$ cat config.mk
export PLATFORM = sky130hd
export DESIGN_NAME = oscillation_phase_trigger
export DESIGN_NICKNAME = d
export VERILOG_FILES = /design/src/hdl/opt_pkg.sv /design/src/hdl/oscillation_phase_trigger.sv
export SDC_FILE = /design/constraint.sdc
export NUM_CORES = 1
export LEC_CHECK = 0
export BUFFER_PORTS_ARGS = -buffer_cell sky130_fd_sc_hd__buf_2
export CELL_PAD_IN_SITES_DETAIL_PLACEMENT = 0
export CELL_PAD_IN_SITES_GLOBAL_PLACEMENT = 1
export CORE_MARGIN = 3
export CORE_UTILIZATION = 39
export CTS_CLUSTER_DIAMETER = 50
export DETAILED_ROUTE_END_ITERATION = 6
export PLACE_DENSITY = 0.81
export SETUP_SLACK_MARGIN = 0.5
export SLEW_MARGIN = 25
export SYNTH_ARGS = -nofsm -noshare
export SYNTH_HDL_FRONTEND = slang
export SYNTH_SLANG_ARGS = --single-unit
export TNS_END_PERCENT = 20
$ cat constraint.sdc
create_clock -name aclk -period 2.9 [get_ports aclk]
set_input_delay 0 -clock aclk [delete_from_list [all_inputs] [get_ports aclk]]
set_output_delay 0 -clock aclk [all_outputs]
set_load 0.05 [all_outputs]
$ cat src/hdl/opt_pkg.sv
`default_nettype none
// ----------------------------------------------------------------------------
// opt_pkg: shared types and codes for the oscillation phase trigger
// Phase codes, detect type codes and configuration register indexes.
// ----------------------------------------------------------------------------
package opt_pkg;

    // width of the configuration address bus (five 32-bit registers)
    localparam int ADDR_BITS = 5;
    localparam int DATA_BITS = 32;

    // oscillation phase, encoded so that detect type n selects phase n
    typedef enum logic [2:0] {
        PH_NONE     = 3'd0,
        PH_FALL_POS = 3'd1,
        PH_FALL_NEG = 3'd2,
        PH_RISE_NEG = 3'd3,
        PH_RISE_POS = 3'd4
    } phase_t;

    // detect type codes
    localparam logic [2:0] DET_NONE      = 3'd0;
    localparam logic [2:0] DET_PEAK      = 3'd1;
    localparam logic [2:0] DET_FALL_THR  = 3'd2;
    localparam logic [2:0] DET_TROUGH    = 3'd3;
    localparam logic [2:0] DET_RISE_ZERO = 3'd4;

    // configuration register indexes (byte address is 4 * index)
    localparam logic [2:0] REG_DETECT_TYPE       = 3'd0;
    localparam logic [2:0] REG_GATE_CHANNEL      = 3'd1;
    localparam logic [2:0] REG_PULSE_LENGTH      = 3'd2;
    localparam logic [2:0] REG_FALLING_THRESHOLD = 3'd3;
    localparam logic [2:0] REG_CHANNEL_ENABLE    = 3'd4;

    // item operation codes
    localparam logic OP_SAMPLE = 1'b0;
    localparam logic OP_GATE   = 1'b1;

    // reset values of the configuration registers and the trigger counter
    localparam logic [15:0] PULSE_LENGTH_RESET  = 16'd1000;
    localparam logic [4:0]  GATE_CHANNEL_RESET  = 5'h1f;
    localparam int          FALL_THRESHOLD_RESET = -2000;
    localparam int          COUNT_RESET_LIMIT   = 5000;

endpackage : opt_pkg
`default_nettype wire

$ cat src/hdl/oscillation_phase_trigger.sv
`default_nettype none
// ----------------------------------------------------------------------------
// oscillation_phase_trigger: phase detector with pulse edge output
// Tracks the phase of a sampled oscillation and emits pulse edges when the
// selected phase is entered and when the pulse length runs out.
// ----------------------------------------------------------------------------
// Usage:
//   Input channel (s_*): one item per valid/ready handshake, either a signed
//   sample (s_op = 0) or a gate event (s_op = 1).
//   Result channel (m_*): zero or one item per input item, carrying the pulse
//   edge level (1 rising on trigger, 0 falling at pulse end).
//   Configuration: APB-style port, registers at byte address 4 * index,
//   pready always high; write only while the block is idle.
//   Path: an accepted item is held in the input register; once the output
//   register is free or being emptied, its result is loaded into the output
//   register, which drives m_valid.
//   Throughput: one item per cycle while the output is free or m_ready is
//   high; the phase/counter update is one compare/update pass on the state registers.
//   Stall: when m_ready is low the output register holds its item; the input
//   register still accepts one more item, then s_ready drops until the
//   result is taken.
//   Reset (aresetn low, synchronous): both channels empty, configuration and
//   tracking state back to their defaults.
// ----------------------------------------------------------------------------
module oscillation_phase_trigger
    import opt_pkg::*;
#(
    parameter int SAMPLE_BITS = 24,
    parameter int COUNT_BITS  = 17
) (
    input  wire logic                          aclk,
    input  wire logic                          aresetn,
    // input channel
    input  wire logic                          s_valid,
    output logic                               s_ready,
    input  wire logic                          s_op,
    input  wire logic signed [SAMPLE_BITS-1:0] s_sample_value,
    input  wire logic [3:0]                    s_event_channel,
    input  wire logic                          s_event_level,
    // result channel
    output logic                               m_valid,
    input  wire logic                          m_ready,
    output logic                               m_pulse_level,
    // configuration port
    input  wire logic                          psel,
    input  wire logic                          penable,
    input  wire logic                          pwrite,
    input  wire logic [ADDR_BITS-1:0]          paddr,
    input  wire logic [DATA_BITS-1:0]          pwdata,
    output logic [DATA_BITS-1:0]               prdata,
    output logic                               pready
);

    // counter limits
    localparam logic [COUNT_BITS-1:0] COUNT_MAX   = '1;
    localparam logic [COUNT_BITS-1:0] COUNT_RESET = (COUNT_BITS >= 13) ?
        COUNT_BITS'(COUNT_RESET_LIMIT) : COUNT_MAX;
    localparam int CMP_BITS = (COUNT_BITS > 16) ? COUNT_BITS : 16;

    // configuration registers
    logic [2:0]                    detect_type_reg;
    logic signed [4:0]             gate_channel_reg;
    logic [15:0]                   pulse_length_reg;
    logic signed [SAMPLE_BITS-1:0] falling_threshold_reg;
    logic                          channel_enable_reg;

    // tracking state
    logic signed [SAMPLE_BITS-1:0] prev_sample_reg, prev_sample_next;
    phase_t                        phase_reg, phase_next;
    logic [COUNT_BITS-1:0]         since_trigger_reg, since_trigger_next;
    logic                          pulse_high_reg, pulse_high_next;
    logic                          active_reg, active_next;

    // input register
    logic                          in_valid_reg;
    logic                          in_op_reg;
    logic signed [SAMPLE_BITS-1:0] in_sample_reg;
    logic [3:0]                    in_channel_reg;
    logic                          in_level_reg;

    // output register
    logic                          out_valid_reg;
    logic                          out_level_reg;

    // processing control
    logic       proc_fire;
    logic       res_valid;
    logic       res_level;
    logic       cfg_write;
    logic [2:0] cfg_index;
    phase_t     rule_phase;
    logic [2:0] target_code;
    logic       count_expired;

    assign pready    = 1'b1;
    assign cfg_write = psel && penable && pwrite;
    assign cfg_index = paddr[ADDR_BITS-1:2];

    // the stored item is processed once the output slot can take a result
    assign proc_fire = in_valid_reg && (!out_valid_reg || m_ready);
    assign s_ready   = !in_valid_reg || proc_fire;
    assign m_valid   = out_valid_reg;
    assign m_pulse_level = out_level_reg;

    // register readback
    always_comb begin
        prdata = '0;
        case (cfg_index)
            REG_DETECT_TYPE:       prdata = DATA_BITS'(detect_type_reg);
            REG_GATE_CHANNEL:      prdata = DATA_BITS'(gate_channel_reg);
            REG_PULSE_LENGTH:      prdata = DATA_BITS'(pulse_length_reg);
            REG_FALLING_THRESHOLD: prdata = DATA_BITS'(falling_threshold_reg);
            REG_CHANNEL_ENABLE:    prdata = DATA_BITS'(channel_enable_reg);
            default:               prdata = '0;
        endcase
    end

    // phase rules in priority order; a rule naming the current phase is skipped
    always_comb begin
        rule_phase = PH_NONE;
        if (in_sample_reg < prev_sample_reg && in_sample_reg > 0 &&
            phase_reg != PH_FALL_POS) begin
            rule_phase = PH_FALL_POS;
        end else if (in_sample_reg < falling_threshold_reg &&
                     prev_sample_reg >= falling_threshold_reg &&
                     phase_reg != PH_FALL_NEG) begin
            rule_phase = PH_FALL_NEG;
        end else if (in_sample_reg > prev_sample_reg && in_sample_reg < 0 &&
                     phase_reg != PH_RISE_NEG) begin
            rule_phase = PH_RISE_NEG;
        end else if (in_sample_reg > 0 && prev_sample_reg <= 0 &&
                     phase_reg != PH_RISE_POS) begin
            rule_phase = PH_RISE_POS;
        end
    end

    // detect types outside peak..rising zero never trigger
    assign target_code = (detect_type_reg >= DET_PEAK && detect_type_reg <= DET_RISE_ZERO) ?
                         detect_type_reg : DET_NONE;
    assign count_expired = CMP_BITS'(since_trigger_reg) > CMP_BITS'(pulse_length_reg);

    // next state and result for the stored item
    always_comb begin
        prev_sample_next   = prev_sample_reg;
        phase_next         = phase_reg;
        since_trigger_next = since_trigger_reg;
        pulse_high_next    = pulse_high_reg;
        active_next        = active_reg;
        res_valid          = 1'b0;
        res_level          = 1'b0;
        if (in_op_reg == OP_GATE) begin
            // negative gate channel has its sign bit set and never matches
            if (gate_channel_reg == {1'b0, in_channel_reg}) begin
                active_next = in_level_reg;
            end
        end else if (active_reg && channel_enable_reg) begin
            prev_sample_next = in_sample_reg;
            if (rule_phase != PH_NONE) begin
                phase_next = rule_phase;
            end
            if (rule_phase != PH_NONE && rule_phase == target_code) begin
                // trigger: rising edge, counter restarts and counts this sample
                pulse_high_next    = 1'b1;
                since_trigger_next = COUNT_BITS'(1);
                res_valid          = 1'b1;
                res_level          = 1'b1;
            end else if (pulse_high_reg) begin
                if (count_expired) begin
                    pulse_high_next = 1'b0;
                    res_valid       = 1'b1;
                    res_level       = 1'b0;
                end else if (since_trigger_reg != COUNT_MAX) begin
                    since_trigger_next = since_trigger_reg + COUNT_BITS'(1);
                end
            end
        end
    end

    // control, configuration and state registers
    always_ff @(posedge aclk) begin
        if (!aresetn) begin
            in_valid_reg          <= 1'b0;
            out_valid_reg         <= 1'b0;
            detect_type_reg       <= DET_NONE;
            gate_channel_reg      <= GATE_CHANNEL_RESET;
            pulse_length_reg      <= PULSE_LENGTH_RESET;
            falling_threshold_reg <= SAMPLE_BITS'(FALL_THRESHOLD_RESET);
            channel_enable_reg    <= 1'b0;
            prev_sample_reg       <= '0;
            phase_reg             <= PH_NONE;
            since_trigger_reg     <= COUNT_RESET;
            pulse_high_reg        <= 1'b0;
            active_reg            <= 1'b1;
        end else begin
            // input register
            if (s_ready) begin
                in_valid_reg <= s_valid;
            end
            // output register
            if (proc_fire) begin
                out_valid_reg <= res_valid;
            end else if (m_ready) begin
                out_valid_reg <= 1'b0;
            end
            // state update per processed item
            if (proc_fire) begin
                prev_sample_reg   <= prev_sample_next;
                phase_reg         <= phase_next;
                since_trigger_reg <= since_trigger_next;
                pulse_high_reg    <= pulse_high_next;
                active_reg        <= active_next;
            end
            // configuration writes; the user must write only while idle, the block does not enforce it
            if (cfg_write) begin
                case (cfg_index)
                    REG_DETECT_TYPE: detect_type_reg <= pwdata[2:0];
                    REG_GATE_CHANNEL: begin
                        gate_channel_reg <= pwdata[4:0];
                        active_reg       <= pwdata[4];
                    end
                    REG_PULSE_LENGTH:      pulse_length_reg <= pwdata[15:0];
                    REG_FALLING_THRESHOLD: falling_threshold_reg <= pwdata[SAMPLE_BITS-1:0];
                    REG_CHANNEL_ENABLE:    channel_enable_reg <= pwdata[0];
                    default: ;
                endcase
            end
        end
    end

    // payload registers
    always_ff @(posedge aclk) begin
        if (s_valid && s_ready) begin
            in_op_reg      <= s_op;
            in_sample_reg  <= s_sample_value;
            in_channel_reg <= s_event_channel;
            in_level_reg   <= s_event_level;
        end
        if (proc_fire && res_valid) begin
            out_level_reg <= res_level;
        end
    end

    // a rising edge result leaves the pulse high
    assert property (@(posedge aclk) disable iff (!aresetn)
        proc_fire && res_valid && res_level |=> pulse_high_reg)
        else $error("pulse not high after rising edge");

    // a falling edge result only ends a pulse that was high
    assert property (@(posedge aclk) disable iff (!aresetn)
        proc_fire && res_valid && !res_level |-> pulse_high_reg)
        else $error("falling edge without a pulse");

    // the trigger counter never reads zero while the pulse is high
    assert property (@(posedge aclk) disable iff (!aresetn)
        pulse_high_reg |-> since_trigger_reg != '0)
        else $error("trigger counter zero during pulse");

    // a disabled sample item leaves the tracked sample unchanged
    assert property (@(posedge aclk) disable iff (!aresetn)
        proc_fire && in_op_reg == OP_SAMPLE && !channel_enable_reg && !cfg_write
        |=> $stable(prev_sample_reg))
        else $error("disabled sample changed tracking state");

endmodule : oscillation_phase_trigger
`default_nettype wire
==> impl_metrics.json <==
{
  "ys_warn_count": 0,
  "crit_path_end_kind": "register",
  "cap_violations": 0,
  "min_from": "penable",
  "cts.clk_slew.worst_paths_ps": 60,
  "antenna_left": 0,
  "synth_top_area_share_pct": 25.4,
  "start_util_pct": 40.3,
  "synth_cell_types": 65,
  "core_area_sq_um": 19000,
  "grt.overflow.total": 0,
  "rr_startpoint": "in_sample_reg[17]",
  "synth-seq-area-share_pct": 37.6,
  "hpwlAfterDp_mm": 17.4,
  "finalMaxSlewViolations": 0,
  "die_x_um": 146,
  "fin_nets": 1319,
  "synth_ff_type": "dfxtp_1",
  "h-tree-depth": 4,
  "path_cells": "buf_4 > ha_4 > nand4_1 > nor4_2 > o21ai_1 > a41o_1 > a41o_1 > o2bb2ai_4 > and4b_4 > nor4_4 > or2_4 > buf_6 > a311oi_2",
  "fp-row-count": 50,
  "fmax_mhz": 312,
  "required_ps": 3230,
  "crit_top_cell": "a41o_1",
  "intPower_mw": 3.61,
  "wl_mm": 23.6,
  "tightest_slew_ps": 627,
  "dr.pass1.iters": 5,
  "slew_headroom_pct": 58.2,
  "cp_slowest_stage_delay_ps": 440,
  "clk_latency_ps": 420,
  "fin_total_pwr_mw": 4.84,
  "combPwrFrac_pct": 14.0,
  "skew_ps": 6.30,
  "finalCriticalPeriod_ps": 3200,
  "yosys.area.top_type": "dfxtp_1",
  "grt_pass1_vias": 7327,
  "area_growth_pct": 37.3,
  "netlist_instances": 918,
  "async_flop_share_pct": 0,
  "tns_ps": -5000,
  "fin_crit_sh_pct": 110,
  "globalplace.congestion": 0.924,
  "power_switching_mw": 1.23,
  "cts_made_buffers": 17,
  "synth.ff_latch_count": 128,
  "hold_viol": 0,
  "seq_power_share_pct": 39.5,
  "synthTopCellsByCount": "181 x nand2_1, 105 x a21oi_1, 97 x dfxtp_1, 89 x ha_1, 73 x inv_1",
  "final_util_pct": 55.3,
  "die_h_um": 146,
  "dieArea_sq_um": 21300,
  "whs_ps": 50.7,
  "cp-startpoint": "in_sample_reg[17]",
  "worstPathArrival_ps": 3540,
  "drc": 0,
  "syn-num-nets": 1081,
  "io_buffers": 98,
  "cp_num_buf_inv": 2,
  "place_area_sq_um": 9100,
  "pwr-share-clk_pct": 46.5,
  "cp-start-kind": "register",
  "cts_tree": "done",
  "final_area_sq_um": 10500,
  "synth_edf_count": 31,
  "path_class": "reg2reg",
  "synthMostInstantiatedCell": "nand2_1",
  "avgSynthCellArea_sq_um": 8.32,
  "antenna_found_initial": 0,
  "power_per_cell_area_nw_per_um2": 461,
  "ioPinCount": 110,
  "min_path_type": "in2reg",
  "grt_use_total_pct": 21.9,
  "swShare_pct": 25.4,
  "setup_ws_ps": -303,
  "vias": 7414,
  "cts_buffer_depth": 2,
  "wl_per_cell_um": 16.5,
  "antenna_cells": 0,
  "setup_viol": 21,
  "path_max_fanout": 4,
  "dr.first_iter.drc_count": 461,
  "status": "finished, violations left",
  "cts_root_buffer": "clkbuf_16",
  "netlist_area_sq_um": 7640,
  "layout.cells.non_filler": 1429,
  "ir_drop_v": 0.000393,
  "placed_cells": 1330,
  "rsz0062_at_grt": "yes",
  "cts_sinks": 128,
  "power.leakage_nw": 4.47,
  "place_ws_ps": -315,
  "slowest_stage": "edfxtp_1",
  "grt_pass1_wl_mm": 37.6,
  "drive_above_1_share_pct": 24.6,
  "grt_max_degree": 43,
  "violations": "setup timing",
  "drt-vias-per-instance": 5.19,
  "cp_top_family": "simple AND/OR/NAND/NOR gates",
  "yosys-top-cells-area": "dfxtp_1 25%, ha_1 15%, edfxtp_1 12%, nand2_1 8.9%, a21oi_1 6.9%"
}
==> layer usage <==
metal / track usage (%) / wire length [um] / share of wire [%]
met1: 28.5 / 10700 / 46
met2: 37.0 / 11300 / 48
met3: 3.86 / 1020 / 4.3
met4: 6.98 / 492 / 2.1
met5: 0 / 0 / 0
==> kinds of logic after synthesis <==
kind of cell             after synthesis  synth area share (%)
AO/OA/AOI/OAI                        221                  17.3
XOR/XNOR                              10                  1.15
adder cells (fa/ha/maj)               89                  14.6
buffers and inverters                123                  6.50
flip-flops                           128                  37.6
multiplexers                          11                  1.80
other                                  1                0.0491
AND/OR/NAND/NOR                      335                  21.0
==> worst reg2reg max path, delay by kind of cell, from the launching register on <==
kind,cells,cell delay [ps]
fa+ha+maj,1,260
compound gates,5,920
flops,1,440
simple gates,5,1170
buf+inv,2,320
==> placed cells by master (no fill, tap or decap), types with 6 or more instances in the layout <==
master	instances
edfxtp_1	31
ha_1	84
buf_2	98
o211ai_1	22
dfxtp_1	95
clkbuf_16	19
o21ai_1	8
o21ai_0	34
nor2_1	28
and3_1	6
inv_1	72
mux2i_1	6
nor3_1	7
nor4_1	14
buf_4	112
nor2b_1	9
dlygate4sd3_1	57
nand2b_1	7
nand2_1	181
nand4_1	23
a21o_1	8
nand3_1	17
nor3b_1	6
a21oi_1	104
==> what timing repair did <==
action / 4_1_cts / 5_1_grt
endpoints found under the hold margin: 82 / 0
pin swaps: 18 / 2
setup buffers: 7 / 3
hold buffers: 57 / 0
resized for setup: 21 / 7
endpoints found under the setup margin: 24 / 24
==> final cells by class <==
cell class / count / area [sq um]
fill: 1719 / 8470
multi-input combinational: 667 / 4470
sequential: 128 / 2880
timing repair buffer: 268 / 1910
clock buffer: 25 / 528
tap: 260 / 325
inverter: 74 / 278
clock inverter: 7 / 95.1
==> worst paths after layout <==
path | slack, ps | end | cells past startpoint
max | -300 | since_trigger_reg[0] | 13
min | 50 | active_reg | 4
max reg2reg | -300 | since_trigger_reg[0] | 13
min reg2reg | 450 | pulse_length_reg[11] | 2
==> power by group through the flow <==
stage,Clock [mW],Combinational (mW),Sequential (mW)
6_report,2.25,0.678,1.91
3_3_place_gp,0,0.565,1.95
5_1_grt,2.36,0.739,1.91
2_1_floorplan,0,0.358,1.94
4_1_cts,2.27,0.662,1.91
3_5_place_dp,0,0.568,1.95
No activity file was read; power rests on OpenSTA's default activity.
